`config.mk`:
```
export PLATFORM = sky130hd
export DESIGN_NAME = tecm_ctrl
export DESIGN_NICKNAME = d
export VERILOG_FILES = /design/src/rtl/tecm_pkg.sv /design/src/rtl/tecm_ctrl.sv
export SDC_FILE = /design/constraint.sdc
export NUM_CORES = 2
export LEC_CHECK = 0
export BUFFER_PORTS_ARGS = -buffer_cell sky130_fd_sc_hd__buf_2
export CAP_MARGIN = 5
export CORE_MARGIN = 2
export CORE_UTILIZATION = 25
export CTS_BUF_LIST = sky130_fd_sc_hd__clkbuf_2 sky130_fd_sc_hd__clkbuf_4 sky130_fd_sc_hd__clkbuf_8
export DETAILED_ROUTE_END_ITERATION = 6
export PLACE_DENSITY_LB_ADDON = 0.2
export SYNTH_ARGS = -nofsm -noshare
export SYNTH_HDL_FRONTEND = slang
export SYNTH_SLANG_ARGS = --single-unit
```
`constraint.sdc`:
```
create_clock -name clk -period 6.6 [get_ports clk]
set_input_delay 0.99 -clock clk [delete_from_list [all_inputs] [get_ports clk]]
set_output_delay 0.99 -clock clk [all_outputs]
set_load 0.02 [all_outputs]
```
`src/rtl/tecm_pkg.sv`:
```
// Shared types, constants and state codes of the transitive edge color matrix.
`default_nettype none
package tecm_pkg;

  localparam int NODES   = 64;
  localparam int IDX_W   = 6;
  localparam int CNT_W   = 7;
  localparam int COLOR_W = 2;

  typedef logic [IDX_W-1:0]   idx_t;
  typedef logic [CNT_W-1:0]   cnt_t;
  typedef logic [COLOR_W-1:0] color_t;
  typedef logic [1:0]         opcode_t;

  localparam opcode_t OP_SET  = 2'd0;
  localparam opcode_t OP_GET  = 2'd1;
  localparam opcode_t OP_LIST = 2'd2;

  localparam color_t COL_NONE   = 2'd0;
  localparam color_t COL_RED    = 2'd1;
  localparam color_t COL_GREEN  = 2'd2;
  localparam color_t COL_PURPLE = 2'd3;

  localparam cnt_t NODE_COUNT_RESET = 7'd64;
  localparam cnt_t NODES_CNT        = CNT_W'(NODES);

  // One matrix row: the colors of all edges of one node.
  typedef logic [NODES-1:0][COLOR_W-1:0] row_t;

  typedef struct packed {
    color_t color_out;
    idx_t   neighbor;
    logic   neighbor_valid;
    logic   responsive;
    cnt_t   found_count;
    logic   error;
    logic   last;
  } result_t;

  typedef struct packed {
    logic    valid;
    result_t res;
  } emit_t;

  typedef struct packed {
    logic en;
    idx_t row;
    row_t mask;
    row_t data;
  } ram_wr_t;

  typedef struct packed {
    logic en;
    idx_t row;
  } ram_rd_t;

  typedef enum logic [3:0] {
    S_IDLE, S_PW1, S_PW2, S_SETCHK, S_LDA, S_LDB, S_ILOOP, S_JLOOP,
    S_ALOOP, S_GET, S_LLOAD, S_LSCAN, S_LFIN, S_DONE
  } state_t;

endpackage
`default_nettype wire

```
`src/rtl/tecm_ctrl.sv`:
```
// Sequencer that runs get, neighbor list and set with red spreading over the row memory.
`default_nettype none
module tecm_ctrl import tecm_pkg::*; (
  input  logic    clk,
  input  logic    rst,
  input  logic    cmd_valid,
  output logic    cmd_ready,
  input  opcode_t opcode,
  input  idx_t    node_a,
  input  idx_t    node_b,
  input  color_t  color_in,
  input  cnt_t    max_neighbors,
  input  cnt_t    node_count,
  output emit_t   emit,
  input  logic    emit_ready,
  output ram_wr_t wr,
  output ram_rd_t rd,
  input  row_t    rd_data
);

  state_t state, state_next, ret, ret_next;
  idx_t    a_q, a_q_next, b_q, b_q_next, px, px_next, py, py_next;
  idx_t    pend_idx, pend_idx_next;
  color_t  c_q, c_q_next;
  cnt_t    lim, lim_next, i_q, i_q_next, j_q, j_q_next, n_q, n_q_next;
  logic    resp, resp_next, pend, pend_next;
  row_t    row_a, row_a_next, row_b, row_b_next;
  result_t res, res_next;
  logic [NODES-1:0] row_valid, row_valid_next;
  logic    rd_vld, rd_vld_next;
  cnt_t    dim;
  row_t    rd_row;
  idx_t    wr_row, wr_col;
  logic    err;

  assign dim    = (node_count > NODES_CNT) ? NODES_CNT : node_count;
  assign rd_row = rd_vld ? rd_data : '0;

  always_ff @(posedge clk) begin
    if (rst) begin
      state     <= S_IDLE;
      row_valid <= '0;
    end else begin
      state     <= state_next;
      row_valid <= row_valid_next;
    end
  end

  always_ff @(posedge clk) begin
    ret      <= ret_next;
    a_q      <= a_q_next;
    b_q      <= b_q_next;
    c_q      <= c_q_next;
    px       <= px_next;
    py       <= py_next;
    lim      <= lim_next;
    i_q      <= i_q_next;
    j_q      <= j_q_next;
    n_q      <= n_q_next;
    resp     <= resp_next;
    pend     <= pend_next;
    pend_idx <= pend_idx_next;
    row_a    <= row_a_next;
    row_b    <= row_b_next;
    res      <= res_next;
    rd_vld   <= rd_vld_next;
  end

  // Write port: one entry per cycle; a row never written before gets zeros elsewhere.
  always_comb begin
    wr_row = (state == S_PW2) ? py : px;
    wr_col = (state == S_PW2) ? px : py;
    wr.en  = (state == S_PW2) || ((state == S_PW1) && (px != py));
    wr.row = wr_row;
    for (int k = 0; k < NODES; k++) begin
      if (IDX_W'(k) == wr_col) begin
        wr.mask[k] = '1;
        wr.data[k] = c_q;
      end else begin
        wr.mask[k] = row_valid[wr_row] ? '0 : '1;
        wr.data[k] = COL_NONE;
      end
    end
  end

  always_comb begin
    state_next     = state;
    ret_next       = ret;
    a_q_next       = a_q;
    b_q_next       = b_q;
    c_q_next       = c_q;
    px_next        = px;
    py_next        = py;
    lim_next       = lim;
    i_q_next       = i_q;
    j_q_next       = j_q;
    n_q_next       = n_q;
    resp_next      = resp;
    pend_next      = pend;
    pend_idx_next  = pend_idx;
    row_a_next     = row_a;
    row_b_next     = row_b;
    res_next       = res;
    row_valid_next = row_valid;
    rd_vld_next    = rd_vld;
    cmd_ready      = 1'b0;
    emit           = '0;
    rd             = '0;
    err            = 1'b0;

    if (wr.en) begin
      row_valid_next[wr_row] = 1'b1;
    end

    case (state)
      S_IDLE: begin
        cmd_ready = 1'b1;
        err = (opcode != OP_SET && opcode != OP_GET && opcode != OP_LIST) ||
              ({1'b0, node_a} >= dim) ||
              ((opcode != OP_LIST) && ({1'b0, node_b} >= dim));
        if (cmd_valid) begin
          a_q_next  = node_a;
          b_q_next  = node_b;
          c_q_next  = color_in;
          lim_next  = (max_neighbors > NODES_CNT) ? NODES_CNT : max_neighbors;
          res_next  = '0;
          res_next.last  = 1'b1;
          res_next.error = err;
          if (err) begin
            state_next = S_DONE;
          end else if (opcode == OP_SET) begin
            px_next    = node_a;
            py_next    = node_b;
            ret_next   = S_SETCHK;
            state_next = S_PW1;
          end else begin
            rd.en       = 1'b1;
            rd.row      = node_a;
            rd_vld_next = row_valid[node_a];
            state_next  = (opcode == OP_GET) ? S_GET : S_LLOAD;
          end
        end
      end
      S_PW1: begin
        if (px == py) begin
          state_next = ret;
        end else begin
          if (px == a_q) row_a_next[py] = c_q;
          if (py == a_q) row_a_next[px] = c_q;
          if (px == b_q) row_b_next[py] = c_q;
          if (py == b_q) row_b_next[px] = c_q;
          state_next = S_PW2;
        end
      end
      S_PW2: begin
        state_next = ret;
      end
      S_SETCHK: begin
        if (c_q == COL_PURPLE) begin
          state_next = S_DONE;
        end else begin
          rd.en       = 1'b1;
          rd.row      = a_q;
          rd_vld_next = row_valid[a_q];
          state_next  = S_LDA;
        end
      end
      S_LDA: begin
        row_a_next  = rd_row;
        rd.en       = 1'b1;
        rd.row      = b_q;
        rd_vld_next = row_valid[b_q];
        state_next  = S_LDB;
      end
      S_LDB: begin
        row_b_next = rd_row;
        i_q_next   = '0;
        state_next = S_ILOOP;
      end
      S_ILOOP: begin
        if (i_q == dim) begin
          j_q_next   = '0;
          state_next = S_ALOOP;
        end else if (row_a[i_q[IDX_W-1:0]] == COL_RED && i_q[IDX_W-1:0] != b_q) begin
          px_next    = i_q[IDX_W-1:0];
          py_next    = b_q;
          j_q_next   = '0;
          ret_next   = S_JLOOP;
          state_next = S_PW1;
        end else begin
          i_q_next = i_q + 1'b1;
        end
      end
      S_JLOOP: begin
        if (j_q == dim) begin
          i_q_next   = i_q + 1'b1;
          state_next = S_ILOOP;
        end else begin
          j_q_next = j_q + 1'b1;
          if (row_b[j_q[IDX_W-1:0]] == COL_RED && j_q[IDX_W-1:0] != a_q) begin
            px_next    = i_q[IDX_W-1:0];
            py_next    = j_q[IDX_W-1:0];
            ret_next   = S_JLOOP;
            state_next = S_PW1;
          end
        end
      end
      S_ALOOP: begin
        if (j_q == dim) begin
          state_next = S_DONE;
        end else begin
          j_q_next = j_q + 1'b1;
          if (row_b[j_q[IDX_W-1:0]] == COL_RED && j_q[IDX_W-1:0] != a_q) begin
            px_next    = a_q;
            py_next    = j_q[IDX_W-1:0];
            ret_next   = S_ALOOP;
            state_next = S_PW1;
          end
        end
      end
      S_GET: begin
        res_next.color_out = rd_row[b_q];
        state_next = S_DONE;
      end
      S_LLOAD: begin
        row_a_next = rd_row;
        i_q_next   = '0;
        n_q_next   = '0;
        resp_next  = 1'b0;
        pend_next  = 1'b0;
        state_next = S_LSCAN;
      end
      S_LSCAN: begin
        if (i_q == dim || n_q == lim) begin
          state_next = S_LFIN;
        end else if (row_a[i_q[IDX_W-1:0]] == COL_RED) begin
          // A found neighbor is held back until the next one shows it is not the last.
          emit.valid              = pend;
          emit.res.neighbor       = pend_idx;
          emit.res.neighbor_valid = 1'b1;
          if (!pend || emit_ready) begin
            pend_next     = 1'b1;
            pend_idx_next = i_q[IDX_W-1:0];
            n_q_next      = n_q + 1'b1;
            resp_next     = 1'b1;
            i_q_next      = i_q + 1'b1;
          end
        end else begin
          if (row_a[i_q[IDX_W-1:0]] == COL_GREEN) resp_next = 1'b1;
          i_q_next = i_q + 1'b1;
        end
      end
      S_LFIN: begin
        res_next                = '0;
        res_next.last           = 1'b1;
        res_next.responsive     = resp;
        res_next.found_count    = n_q;
        res_next.neighbor_valid = pend;
        res_next.neighbor       = pend ? pend_idx : '0;
        state_next = S_DONE;
      end
      S_DONE: begin
        emit.valid = 1'b1;
        emit.res   = res;
        if (emit_ready) state_next = S_IDLE;
      end
      default: state_next = S_IDLE;
    endcase
  end

endmodule
`default_nettype wire

```
## Yosys cells after proc, flatten, opt, wreduce, memory -nomap -nowiden

Cells that the tools add are included.

- $add $sub $neg: 3
- Multipliers: 0
- Div/mod/pow operators: 0
- Magnitude comparators: 15
- Equality and inequality tests: 118
- Shift-type cells: 0
- Muxes and demuxes: 257
- Bitwise logic cells: 2
- Reductions and logical operators: 47

Operator list:

| cell | number |
|---|---|
| $mux 128 | 11 |
| $bwmux 128 | 4 |
| $pmux 128 s2 | 2 |
| $mux 2 | 136 |
| $eq 6x6->1 const A | 32 |
| $mux 7 | 19 |
| $mux 6 | 19 |
| $eq 5x6->1 const A | 16 |
| $mux 4 | 21 |
| $or 64x64->64 | 1 |
| $lt 6x7->1 const B | 8 |
| $pmux 4 s13 | 1 |
| $eq 4x6->1 const A | 8 |
| $ne 2x2->1 const B | 21 |
| $pmux 7 s2 | 3 |
| $bmux 2 s6 | 3 |
| $pmux 17 s2 | 1 |
| $eq 6x6->1 | 5 |
| $pmux 7 s4 | 1 |
| $bmux 1 s6 | 4 |
| $demux 2 s6 | 2 |
| $eq 3x6->1 const A | 4 |
| $eq 4x4->1 const B | 6 |
| $pmux 6 s4 | 1 |
| 43 further kinds | 113 |

- Register bits after elaboration: 410
- Latch bits: 0
- Memory bits (writable): 0
- ROM bits: 0
- Bits of input ports: 162
- Memories: 0

## Longest topological paths before layout

- Word-level depth: 12
- Mapped depth: 12
- Mapped depth without buffers: 10

## Worst setup path after synthesis

Ideal clock, no wire load.

- Path kind: register to register
- Start: register px[2]
- End: register row_b[0] (netlist name), enable pin
- Arrival time: 4,296 ps
- Data required time: 6,090 ps
- Slack: 1,794 ps
- Stages on the path, launching flop included: 7
- Path buffers: 1
- Path through: edfxtp_1 > buf_1 > xnor2_1 > nand4_1 > or2_2 > and3_1 > nand2b_1

- Cells in the longest elaborated chain, start to end: 3

Ends and longest elaborated chain:

| element | line | RTL |
|---|---|---|
| from (decl) | tecm_ctrl.sv:22 | `idx_t a_q, a_q_next, b_q, b_q_next, px, px_next, py, py_next;` |
| from (signal assigned) | tecm_ctrl.sv:54 | `px <= px_next;` |
| $eq 6x6->1 | tecm_ctrl.sv:145 | `if (px == py) begin` |
| $ne 2x2->1 (no source line) | n/a |  |
| $reduce_and 2->1 (no source line) | n/a |  |
| to (signal assigned) | tecm_ctrl.sv:64 | `row_b <= row_b_next;` |
| to (decl) | tecm_ctrl.sv:27 | `row_t row_a, row_a_next, row_b, row_b_next;` |

Every way passes these cells.
A chain may end at the register's enable or synchronous reset.

==> results.py <==
metrics = {
    "pwr": {
        "switchingPower_mw": 9.99,
        "p_clk_share_pct": 15.0,
        "p_seq_share_pct": 26.3,
        "comb_power_share_pct": 58.7,
        "intPower_mw": 8.81,
        "peakVddDrop_mv": 1.16,
        "sw_frac_of_total_pct": 53.1,
        "p_per_area_nw_per_um2": 552,
        "p_leak_nw": 12.5,
    },
    "synthesis": {
        "synth_most_common_cell": "o21ai_0",
        "syn-instance-count": 3023,
        "ys.flop_type": "edfxtp_1",
        "synth_edf_count": 340,
        "synth.largest_area_cell": "edfxtp_1",
        "syn_area_um2": 29100,
        "yosysTopAreaCellShare_pct": 35.1,
        "synth_cell_types": 79,
        "synth-async-reset-ratio_pct": 0,
        "yosys_warnings": 0,
        "ys_ff_latch": 408,
        "synth_nets": 3200,
        "synth_area_leaders": "edfxtp_1 (35%), mux4_2 (10%), mux2i_1 (9.3%)",
        "synth_commonest_cells": "o21ai_0 (350), edfxtp_1 (340), nor2_1 (314)",
        "syn-mean-instance-area_um2": 9.61,
        "synth-seq-area-share_pct": 39.8,
    },
    "sta": {
        "skew_ps": 55.3,
        "worstMarginPinSlew_ps": 1250,
        "min_period_ps": 6110,
        "min_period_over_period_pct": 92.6,
        "clock.fmax_mhz": 164,
        "slew_violations": 0,
        "maxSlewHeadroom_pct": 16.7,
        "rsz0062_at_grt": "false",
        "fin_tns_setup_ps": 0,
        "setup-violations-final": 0,
        "timing_hold_violations_final": 0,
    },
    "clock_tree": {
        "cts_tree": "yes",
        "root_buffer": "clkbuf_8",
        "path_clk_slew_ps": 60,
        "cts_resized": 0,
        "cts_made_buffers": 86,
        "cts_buffer_depth": 3,
        "clk_latency_ps": 740,
        "h-tree-depth": 3,
        "cts.sinks": 408,
    },
    "die": {
        "ios": 453,
        "rows": 125,
        "die_h_um": 345,
        "coreArea_um2": 116000,
        "dieArea_um2": 119000,
        "start_util_pct": 25.1,
        "dieWidth_um": 345,
    },
    "cells_and_area": {
        "nFillCells": 12200,
        "instances_no_fill": 4885,
        "fin_nets": 3470,
        "multi_input_area_um2": 15700,
        "area_growth_pct": 17.3,
        "drive_gt1_share_pct": 24.7,
        "seq_area_um2": 11600,
    },
    "min_path": {
        "hold_path_depth": 1,
        "hp-class": "primary input to flop",
    },
    "routing": {
        "first_iter_violations": 3367,
        "routed_via_density": 5.56,
        "firstDrtPassIters": 6,
        "drc": 0,
        "vias": 27100,
        "drt-total-wl_um": 139000,
        "post_drt_wl_per_cell_um": 28.4,
        "antenna_left": 0,
    },
    "global_route": {
        "grt_pass1_wl_um": 194000,
        "grt_overflow": 0,
        "grt_antenna_before_repair": 6,
        "grt_use_total_pct": 22.5,
        "grt_max_degree": 257,
        "grt_pass1_vias": 25100,
    },
    "placed_design": {
        "dp_hpwl_um": 101000,
        "numPortBuffers": 452,
        "dp_cells": 4725,
        "gp_congestion": 0.994,
    },
    "worst_setup_path": {
        "required_ps": 5610,
        "crit_type": "flop to primary output",
        "end_kind": "primary output",
        "worstPathArrival_ps": 5120,
        "ff2ff_path_depth": 8,
        "cp-start-kind": "flop",
        "critPathMaxFanout": 14,
    },
    "outcome": {
        "run_status": "complete, no violations",
    },
    "run": {
        "maxCapViolations": 0,
    },
}
power by group through the flow:
| stage | Sequential, mW | Clock [mW] | Combinational, mW |
|---|---|---|---|
| 2_1_floorplan | 4.58 | 0 | 8.05 |
| 3_3_place_gp | 4.97 | 0 | 10.8 |
| 3_5_place_dp | 4.96 | 0 | 10.8 |
| 4_1_cts | 4.93 | 2.88 | 10.8 |
| 5_1_grt | 5.04 | 2.98 | 11.6 |
| 6_report | 4.95 | 2.82 | 11.0 |
area by class of cell:
cell class                      instances  area share, %
Inverter                               57          0.628
Clock buffer                          120           4.33
Antenna cell                            3         0.0220
Timing Repair Buffer                  531           8.63
Tap cell                             1524           5.59
Clock inverter                         33          0.701
Sequential cell                       408           33.9
Multi-Input combinational cell       2209           46.1
critical path, stage by stage, from the launching register on:
cell and delay [ps]:
dfxtp_1 630, clkinv_1 390, nor2_1 230, nand2_1 270, o31ai_1 890, nand2_1 750
o21ai_0 920, buf_2 310
per-stage QoR:
step	worst slack (ps)	power [mW]	util, %	area (µm²)	hold slack, ps
global placement	1130	15.7	27.9	32300	516
floorplan	1790	12.6	-	29100	424
finish	485	18.8	29.4	34100	446
detailed placement	1050	15.7	27.9	32300	512
global route	386	19.6	29.4	34100	421
CTS	218	18.6	29.4	34000	378
per-layer routing:
| layer | wire, µm | GRT usage, % |
|---|---|---|
| met5 | 10 | 0 |
| met2 | 62100 | 34.1 |
| met3 | 11900 | 4.75 |
| met1 | 60100 | 31.6 |
| met4 | 4760 | 7.85 |
state kept, by name (all words and copies together) (netlist names):
signal / count
state: 4
lim: 7
a_q: 6
c_q: 2
pend: 1
ret: 3
py: 6
row_valid: 64
i_q: 7
rd_vld: 1
resp: 1
pend_idx: 6
row_a: 128
n_q: 7
res: 18
row_b: 128
px: 6
b_q: 6
j_q: 7
cells in the final DEF, fill, tap and decap left out, drive strengths merged, types with 14 or more instances in the layout:
cell type and count:
nand3 281, o31ai 15, and3 15, a21oi 105, nand2b 45, o22ai 79
dfxtp 68, clkbuf 120, o21ai 353, a22oi 68, and2 36, inv 56
mux4 131, edfxtp 340, ha 15, xnor2 39, o221ai 17, nand2 131
or3 14, xor2 31, buf 531, mux2i 270, nor3 26, clkinv 28
nor2 314, nor2b 44
final timing paths:
kind,endpoint,slack (ps),from
max reg2reg,px[4],1680,j_q[0]
min,c_q[0],450,color_in[0]
min reg2reg,res[9],520,resp
max,wr[209],490,state[1]
kinds of logic (layout without fill, tap and decap cells):
| logic type | after synthesis | count (layout) | synth area share, % |
|---|---|---|---|
| other | 0 | 3 | 0 |
| buffers and inverters | 406 | 741 | 6.16 |
| multiplexers | 410 | 410 | 19.8 |
| XOR/XNOR | 70 | 70 | 2.11 |
| flip-flops | 408 | 408 | 39.8 |
| AO/OA/AOI/OAI | 744 | 744 | 15.4 |
| adder cells (fa/ha/maj) | 15 | 15 | 0.646 |
| AND/OR/NAND/NOR | 970 | 970 | 16.0 |
repair_timing:
item,4_1_cts,5_1_grt
setup buffers,0,4
hold buffers,0,0
endpoints found under the setup margin,0,38
(Power assumes the default switching activity.)
